<file path="config.mk">
export PLATFORM = sky130hd
export DESIGN_NAME = swot_front_flat
export DESIGN_NICKNAME = d
export VERILOG_FILES = /design/src/hw/rtl/swot_pkg.sv /design/src/hw/rtl/swot_in_if.sv /design/src/hw/rtl/swot_front.sv /design/src/flat_wrapper.sv
export SDC_FILE = /design/constraint.sdc
export NUM_CORES = 1
export LEC_CHECK = 0
export BUFFER_PORTS_ARGS = -buffer_cell sky130_fd_sc_hd__buf_4
export CAP_MARGIN = 5
export CORE_UTILIZATION = 46
export DETAILED_ROUTE_END_ITERATION = 12
export PLACE_DENSITY = 0.74
export SYNTH_ARGS = -nofsm -noshare
export SYNTH_HDL_FRONTEND = slang
export SYNTH_SLANG_ARGS = --single-unit
</file>
<file path="constraint.sdc">
create_clock -name clk -period 2.55 [get_ports clk]
set_input_delay 0.255 -clock clk [delete_from_list [all_inputs] [get_ports clk]]
set_output_delay 0.255 -clock clk [all_outputs]
set_load 0.05 [all_outputs]
</file>
<file path="src/hw/rtl/swot_pkg.sv">
// Shared constants, types and helpers for the sliding-window on/off time meter.
`timescale 1ns / 1ps
`default_nettype none

package swot_pkg;

    localparam int TIME_WIDTH       = 32;
    localparam int RING_DEPTH       = 1024;
    localparam int RING_INDEX_WIDTH = $clog2(RING_DEPTH);

    localparam int QUEUE_DEPTH      = 2;
    localparam int QUEUE_PTR_WIDTH  = (QUEUE_DEPTH > 1) ? $clog2(QUEUE_DEPTH) : 1;
    localparam int QUEUE_CNT_WIDTH  = $clog2(QUEUE_DEPTH + 1);

    localparam int STATUS_WIDTH     = 2;
    localparam int CFG_INDEX_WIDTH  = 2;
    localparam int CFG_DATA_WIDTH   = TIME_WIDTH;

    typedef logic [TIME_WIDTH-1:0]       time_t;
    typedef logic [RING_INDEX_WIDTH-1:0] ring_index_t;
    typedef logic [STATUS_WIDTH-1:0]     status_t;
    typedef logic [CFG_INDEX_WIDTH-1:0]  cfg_index_t;

    // Result status codes
    localparam status_t STATUS_OK        = 2'd0;
    localparam status_t STATUS_BACKWARDS = 2'd1;
    localparam status_t STATUS_FULL      = 2'd2;

    // Register indexes
    localparam cfg_index_t REG_WINDOW_TICKS = 2'd0;
    localparam cfg_index_t REG_START_TIME   = 2'd1;
    localparam cfg_index_t REG_START_LEVEL  = 2'd2;

    localparam time_t WINDOW_RESET = TIME_WIDTH'(1000);

    typedef struct packed {
        time_t event_time;
        logic  level;
    } item_t;

    typedef struct packed {
        time_t window_ticks;
        time_t start_time;
        logic  start_level;
        logic  reload;
    } cfg_t;

    function automatic ring_index_t ring_next(input ring_index_t idx);
        if (idx == RING_INDEX_WIDTH'(RING_DEPTH - 1)) begin
            return '0;
        end
        return idx + ring_index_t'(1);
    endfunction

endpackage

`default_nettype wire

</file>
<file path="src/hw/rtl/swot_in_if.sv">
// Input sample channel: timestamped level with valid/ready.
`timescale 1ns / 1ps
`default_nettype none

interface swot_in_if;
    logic                  valid;
    logic                  ready;
    swot_pkg::time_t       event_time;
    logic                  level;

    modport source (output valid, output event_time, output level, input ready);
    modport sink   (input valid, input event_time, input level, output ready);
endinterface

`default_nettype wire

</file>
<file path="src/hw/rtl/swot_front.sv">
// Front end: accept samples and hold them in a short queue for the back end.
`timescale 1ns / 1ps
`default_nettype none

module swot_front (
    input  wire logic      clk,
    input  wire logic      rst_n,
    swot_in_if.sink        sample,
    output swot_pkg::item_t q_item,
    output logic           q_valid,
    input  wire logic      q_pop
);

    localparam int PW = swot_pkg::QUEUE_PTR_WIDTH;
    localparam int CW = swot_pkg::QUEUE_CNT_WIDTH;

    swot_pkg::item_t slot_reg [swot_pkg::QUEUE_DEPTH];
    logic [PW-1:0]   wr_ptr_reg, wr_ptr_next;
    logic [PW-1:0]   rd_ptr_reg, rd_ptr_next;
    logic [CW-1:0]   count_reg, count_next;
    logic            push;
    logic            pop;

    function automatic logic [PW-1:0] ptr_inc(input logic [PW-1:0] p);
        if (p == PW'(swot_pkg::QUEUE_DEPTH - 1)) begin
            return '0;
        end
        return p + PW'(1);
    endfunction

    assign sample.ready = (count_reg != CW'(swot_pkg::QUEUE_DEPTH));
    assign push         = sample.valid && sample.ready;
    assign q_valid      = (count_reg != '0);
    assign pop          = q_pop && q_valid;
    assign q_item       = slot_reg[rd_ptr_reg];

    always_comb
    begin
        wr_ptr_next = push ? ptr_inc(wr_ptr_reg) : wr_ptr_reg;
        rd_ptr_next = pop  ? ptr_inc(rd_ptr_reg) : rd_ptr_reg;
        count_next  = count_reg;
        if (push && !pop)
        begin
            count_next = count_reg + CW'(1);
        end
        else if (pop && !push)
        begin
            count_next = count_reg - CW'(1);
        end
    end

    always_ff @(posedge clk or negedge rst_n)
    begin
        if (!rst_n)
        begin
            wr_ptr_reg <= '0;
            rd_ptr_reg <= '0;
            count_reg  <= '0;
        end
        else
        begin
            wr_ptr_reg <= wr_ptr_next;
            rd_ptr_reg <= rd_ptr_next;
            count_reg  <= count_next;
        end
    end

    always_ff @(posedge clk)
    begin
        if (push)
        begin
            slot_reg[wr_ptr_reg].event_time <= sample.event_time;
            slot_reg[wr_ptr_reg].level      <= sample.level;
        end
    end

endmodule

`default_nettype wire

</file>
<file path="src/flat_wrapper.sv">
// flat-port wrapper written by rule: the top's interface ports become plain ports
module swot_front_flat 
  (clk, rst_n, q_item, q_valid, q_pop, sample_valid, sample_event_time, sample_level, sample_ready);
  swot_in_if sample_i ();
  input  wire logic clk;
  input  wire logic rst_n;
  output swot_pkg::item_t q_item;
  output logic q_valid;
  input  wire logic q_pop;
  input wire logic [$bits(sample_i.valid)-1:0] sample_valid;
  input wire logic [$bits(sample_i.event_time)-1:0] sample_event_time;
  input wire logic [$bits(sample_i.level)-1:0] sample_level;
  output wire logic [$bits(sample_i.ready)-1:0] sample_ready;
  assign sample_i.valid = sample_valid;
  assign sample_i.event_time = sample_event_time;
  assign sample_i.level = sample_level;
  assign sample_ready = sample_i.ready;
  swot_front u_core (.clk(clk), .rst_n(rst_n), .sample(sample_i), .q_item(q_item), .q_valid(q_valid), .q_pop(q_pop));
endmodule
</file>
==> summary.txt, run 1 <==
Status
  – Outcome: complete, no violations

Power
  – Peak VDD IR: ~0.80 mV
  – Pwr/cell area: ~1300 nW/um^2
  – Leak: roughly 1.4 nW
  – Pwr Total: approximately 4.7 mW

Floorplanning
  – Die W: 79.0 um
  – FP Rows: 27
  – Die area: 6240 um^2
  – IO Count: between 70 and 80
  – Starting Density: 0.486
  – Core ar.: between 5000 and 6000 um^2
  – Die height: 79.0 um

Global routing
  – GRT Total Usage: 0.157
  – Vias in the first global route: between 1000 and 1500
  – Pin count of the biggest net entering global routing: 35
  – Total gr overflow: 0
  – Global-route wire length before repair: 6910 um
  – Initial antenna violation count: 0

Setup path
  – Reg2reg start: u_core.count_reg[0]
  – WS Path Type: reg -> out
  – Crit end category: primary output
  – R2R Path End: u_core.slot_reg[0][28]
  – CP max stage delay: ~380 ps
  – R2R Setup Slk: 870 ps
  – Critical path required time: roughly 2300 ps
  – R2R cell count: 4
  – Max FO, Critical Path: 34
  – CP startpoint kind: register
  – Crit-path cells: buf_12, mux2_2, buf_4
  – Slowest CP cell: dfrtp_2
  – Crit path arrival time: around 1500 ps

Synth
  – Post-synth cell types: 15
  – Post-Synth Adder-Cell Area: 0.00459
  – Synth Area in XOR/XNOR: 0.0161
  – Yosys reg bits: 70
  – Simple-Gate Fraction of Synth Area: 0.0124
  – Cell count after synthesis: roughly 120
  – Mapped cell area: 2730 um^2
  – Post-synthesis sequential area ratio: 0.763
  – Mux cell area share after synthesis: 0.176
  – Largest family of logic cells by synthesized area: multiplexers
  – Synthesis Warnings: 0
  – Syn Area/Cell: ~23 um^2
  – Mapped Nets: ~160
  – Post-synthesis compound-gate area fraction: 0

Detailed routing
  – 1st-pass router iterations: 4
  – Routed WL per cell: 15.7 um
  – Initial DRC Count: 58
  – Via density: 4.81
  – DRC Markers: 0
  – Final ANT Viol Nets: 0
  – DR vias: 1353
  – WL final: between 4000 and 5000 um

Timing
  – Slew HR: 0.678
  – Setup TNS after final layout: 0 ps
  – Clk_skew: around 7.3 ps
  – Measured slew at the worst slew-check pin: about 480 ps
  – Max-slew violations: 0
  – Tmin final: 1790 ps
  – Hold Violations, Final: 0
  – RSZ-0062 raised after global routing: false
  – Fmax: around 560 MHz
  – Setup violators final: 0
  – Final worst path period share: 0.704

Job
  – Max-cap violations: 0

Min path
  – Hold EP: u_core.slot_reg[1][5]
  – Hold Crit Depth: 1
  – Worst hold path type: in -> reg
  – Min-Delay Startpoint: sample_event_time[4]

Placement
  – I/O Buffers: 71
  – Final Wtd Congestion: between 0.7 and 0.8
  – HPWL after detailed placement: 3150 um

Layout
  – Max FFs per register: between 60 and 70
  – Area grow syn2layout: 29.4%
  – Filler cells: ~420
  – NumNets Final: around 240
  – Area of the multi-input gates: between 500 and 600 um^2
  – Register area: around 2100 um^2
  – Final core utilization: 0.629
  – Inserted Diodes: 0
  – Share of cells above drive strength 1: 0.603

Clock tree
  – CTS tree: yes
  – Max clock buf depth: 2
  – Htree depth: 3
  – Clock Latency Late Sink: 330 ps
  – Root buffer cell: clkbuf_8
  – CTS sink cnt: 70
  – Clk slew on worst S/H paths: 70 ps
  – Post-cts resize count: 0
  – TritonCTS Buffers: 9
==> critical path: cells and delay by family, from the launching register on <==
family | cells | cell delay (ps)
buffers and inverters | 2 | 450
DFF | 1 | 380
muxes | 1 | 380
==> cells in the final DEF (no fill, tap or decap) <==
cell type,instances
inv_1,1
nand2_1,2
nor2_4,1
or2_1,1
clkinv_2,3
buf_4,73
edfxtp_1,66
mux2_4,29
clkbuf_8,10
nand2b_1,1
dlygate4sd3_1,1
dfrtp_2,1
clkinvlp_4,3
buf_12,2
xor2_1,2
mux2_2,4
and3_1,1
nor2_1,1
xnor2_1,3
dfrtp_1,3
ha_1,1
==> Yosys cell counts, drive strengths merged <==
library cell | count | area share
buf | 4 | 0.026
ha | 1 | 0.0046
dfrtp | 4 | 0.037
nor2 | 2 | 0.0028
inv | 1 | 0.0014
xor2 | 2 | 0.0064
nand2 | 2 | 0.0028
edfxtp | 66 | 0.73
nand2b | 1 | 0.0023
or2 | 1 | 0.0023
and3 | 1 | 0.0023
mux2 | 33 | 0.18
xnor2 | 3 | 0.0096
==> how the worst max path moves through the flow <==
stage	end	slack (ps)	cells after the start	start
floorplan	u_core.slot_reg[0][0]	200	3	u_core.count_reg[0]
finish	q_item[19]	760	3	u_core.rd_ptr_reg
global placement	u_core.slot_reg[0][7]	980	4	u_core.count_reg[0]
CTS	q_item[19]	730	3	u_core.rd_ptr_reg
detailed placement	u_core.slot_reg[0][4]	870	4	u_core.count_reg[0]
global route	q_item[19]	700	3	u_core.rd_ptr_reg
==> power by group <==
group,switching [mW],internal [mW]
sequential,0.0933,1.58
combinational,1.41,0.846
clock,0.382,0.373
total,1.89,2.80
==> cells by family (layout without fill, tap and decap cells) <==
group,after synthesis,count (layout)
flip-flops,70,70
AND/OR/NAND/NOR,7,7
multiplexers,33,33
adder cells (fa/ha/maj),1,1
buffers and inverters,5,93
XOR/XNOR,5,5
==> final cells by class <==
cell class              count  area share
well taps                  72      0.0255
inverters                   1     0.00106
repair buffers             76       0.170
clock buffers              10      0.0390
flip-flops and latches     70       0.590
clock inverters             6      0.0106
multi-input cells          46       0.164
==> per-stage QoR <==
stage / setup WS, ps / std cells / area, um^2 / hold WS (ps)
floorplan: 197 / 121 / 2730 / -40.6
global placement: 983 / 264 / 3340 / 52.9
detailed placement: 872 / 264 / 3340 / 56.6
CTS: 726 / 281 / 3530 / 90.3
global route: 696 / 281 / 3530 / 90.5
finish: 755 / 281 / 3530 / 110
==> layer usage <==
| layer | vias to the layer above | global-route usage | share of wire |
|---|---|---|---|
| met5 | - | 0 | 0 |
| met4 | 0 | 0.107 | 0.022 |
| met3 | 11 | 0.0322 | 0.061 |
| met2 | 64 | 0.273 | 0.51 |
| met1 | 646 | 0.171 | 0.40 |
| li1 | 632 | - | - |
==> timing repair <==
| action | CTS | global route |
|---|---|---|
| hold endpoints to repair | 4 | 0 |
| hold buffers | 1 | 0 |
| buffers inserted | 0 | 0 |
(Power assumes the default switching activity.)
==> run 2, diff against run 1 <==
- clock period: 2.55 -> 1.4 ns (I/O delays scaled with it)
==> summary.txt, run 2 (synthesis results as in run 1) <==
Setup path
  – Critical path required time: 1260 ps (-1040 ps)
  – Critical path's top delay family: flip-flops
  – Crit-path cells: buf_12, mux2_4, buf_6
  – CP max stage delay: 420 ps (+40 ps)
  – Slowest CP cell: dfrtp_2
  – Crit path arrival time: 1460 ps (-80 ps)
  – CP startpoint kind: register
  – Max FO, Critical Path: 20 (-41%)
  – Crit end category: primary output
  – WS Path Type: reg -> out
  – Crit path buf inv count: 2 (unchanged)

Global routing
  – Total gr overflow: 0 (unchanged)
  – Vias in the first global route: 1554 (+4.9%)
  – Global-route wire length before repair: 7330 um (+6.1%)
  – GRT Total Usage: 0.166 (+0.00884)
  – Pin count of the biggest net entering global routing: 21 (-40%)
  – Initial antenna violation count: 0 (unchanged)

Clock tree
  – Root buffer cell: clkbuf_8
  – Clock Latency Late Sink: 330 ps (about the same)
  – Htree depth: 3 (unchanged)
  – Max clock buf depth: 2 (unchanged)
  – CTS sink cnt: 70 (unchanged)
  – Clk slew on worst S/H paths: 70 ps (about the same)
  – TritonCTS Buffers: 9 (unchanged)
  – CTS tree: yes

Detailed routing
  – Met2 routed WL: 2830 um (+25%)
  – Initial DRC Count: 63 (+8.6%)
  – Top Layer Used: met4
  – Routed WL per cell: 15.5 um (-1.2%)
  – DRC Markers: 0 (unchanged)
  – WL met3: 210 um (-22%)
  – Metal-1 WL: 1880 um (+5.8%)
  – Final ANT Viol Nets: 0 (unchanged)
  – WL final: 4940 um (+12%)
  – 1st-pass router iterations: 5 (+1)
  – DR vias: 1484 (+9.7%)
  – Via density: 4.67 (-3.1%)

Placement
  – I/O Buffers: 71 (unchanged)
  – Post-placement cell area: 3450 um^2 (+3.2%)
  – Pre-CTS setup slack: -15.0 ps (-887 ps)
  – Final Wtd Congestion: 0.652 (-12%)
  – DP Cell Count: 266 (+0.76%)
  – HPWL after detailed placement: 3200 um (+1.5%)

Timing
  – Slew HR: 0.887 (+0.209)
  – Measured slew at the worst slew-check pin: 170 ps (-312 ps)
  – Hold slack: 112 ps (+1.49 ps)
  – Clk_skew: 10.4 ps (+3.14 ps)
  – Max-slew violations: 0 (unchanged)
  – Final worst path period share: 1.14
  – RSZ-0062 raised after global routing: true
  – Fmax: roughly 620 MHz
  – Tmin final: between 1500 and 2000 ps
  – Post-route worst setup slack: -201 ps (-957 ps)
  – Setup violators final: 33 (+33)
  – Hold Violations, Final: 0 (unchanged)

Power
  – Switching part of the total: 0.378 (-0.0249)
  – Combinational share of power: 0.510 (+0.028)
  – Peak VDD IR: 1.46 mV (+83%)
  – Leak: 1.69 nW (+19%)
  – Sequential share of power: 0.316 (-0.041)
  – Pint: 6.03 mW (+120%)
  – Pwr Total: 9.69 mW (+110%)
  – Pwr/cell area: 2330 nW/um^2 (+75%)
  – Clock power share: 0.174 (+0.013)
  – Sw power: 3.66 mW (+94%)

Layout
  – NumNets Final: 279 (+15%)
  – Area grow syn2layout: 52.6%
  – Most frequent cells in the layout: 66 x edfxtp_1, 39 x buf_4, 34 x dlygate4sd3_1, 34 x buf_6, 33 x mux2_4
  – Area of the multi-input gates: 642 um^2 (+11%)
  – Inserted Diodes: 0 (unchanged)
  – Filler cells: 361 (-15%)
  – Commonest non-fill, non-tap cell in the layout: edfxtp_1
  – Register area: 2080 um^2 (unchanged)
  – Max FFs per register: 66 (unchanged)
  – Cell area after layout: 4160 um^2 (+18%)
  – Share of cells above drive strength 1: 0.553 (-0.0500)
  – Layout Cells excl Fill: 318 (+13%)

Status
  – Failing checks: setup timing
  – Outcome: finished with violations

Min path
  – Worst hold path type: in -> reg

Floorplanning
  – IO Count: 72 (unchanged)
  – Core ar.: 5610 um^2 (unchanged)
  – FP Rows: 27 (unchanged)
  – Die height: 79.0 um (unchanged)
  – Die W: 79.0 um (unchanged)
  – Die area: 6240 um^2 (unchanged)
  – Starting Density: 0.486 (unchanged)

Job
  – Max-cap violations: 0 (unchanged)
run 2: changes by cell type in the layout (fill, tap and decap cells not counted), moves of 3 or more:
cell	delta
dlygate4sd3_1	+33
mux2_2	-4
buf_4	-34
buf_6	+34
buf_12	+4
mux2_4	+4
clkinvlp_4	-3
run 2: worst paths after layout:
| check | slack (ps) | to | cells after the start | from |
|---|---|---|---|---|
| max in group asynchronous | 1140 | u_core.rd_ptr_reg | 2 | rst_n |
| hold / removal | 110 | u_core.rd_ptr_reg | 3 | q_pop |
| hold reg to reg | 550 | u_core.wr_ptr_reg | 1 | u_core.wr_ptr_reg |
| min in group asynchronous | 150 | u_core.count_reg[0] | 2 | rst_n |
| setup / recovery | -200 | q_item[9] | 3 | u_core.rd_ptr_reg |
| setup reg to reg | 10 | u_core.count_reg[1] | 6 | u_core.count_reg[1] |
run 2: power by group through the flow:
stage / Combinational, mW / Sequential (mW) / Clock, mW
final: 4.94 / 3.06 / 1.69
after detailed placement: 4.41 / 3.11 / 0
after floorplan: 3.36 / 3.04 / 0
after global routing: 5.12 / 3.09 / 1.83
after CTS: 4.89 / 3.06 / 1.73
after global placement: 4.33 / 3.07 / 0
run 2: worst register-to-register path: stages (launching register included):
cell and delay [ps]:
dfrtp_1 430, or2_4 290, nand2_4 80, ha_4 130
xor2_2 150, nor2_2 50, xor2_1 140
run 2: timing repair:
| item | 4_1_cts | 5_1_grt |
|---|---|---|
| setup endpoints to repair | 34 | 35 |
| gates resized for setup | 34 | 7 |
| setup buffers | 2 | 0 |
| hold buffers | 34 | 0 |
| endpoints found under the hold margin | 70 | 0 |
run 2: routing by layer:
layer | global-route usage | up-vias
met5 | 0 | -
met4 | 0.0655 | 0
met3 | 0.0471 | 6
met2 | 0.305 | 54
met1 | 0.177 | 722
li1 | - | 702
run 2: stage by stage:
| step | setup TNS (ps) | util |
|---|---|---|
| after floorplan | -14760 | - |
| after global placement | 0 | 0.615 |
| after detailed placement | -15.0 | 0.615 |
| after CTS | -6210 | 0.737 |
| after global routing | -7120 | 0.742 |
| final | -5580 | 0.742 |
run 2: final cells by class:
type                            instances  share of cell area
Sequential cell                        70               0.500
Inverter                                1             0.00150
Tap cell                               72              0.0216
Clock buffer                           11              0.0316
Clock inverter                          5              0.0177
Multi-Input combinational cell         46               0.154
Timing Repair Buffer                  113               0.273
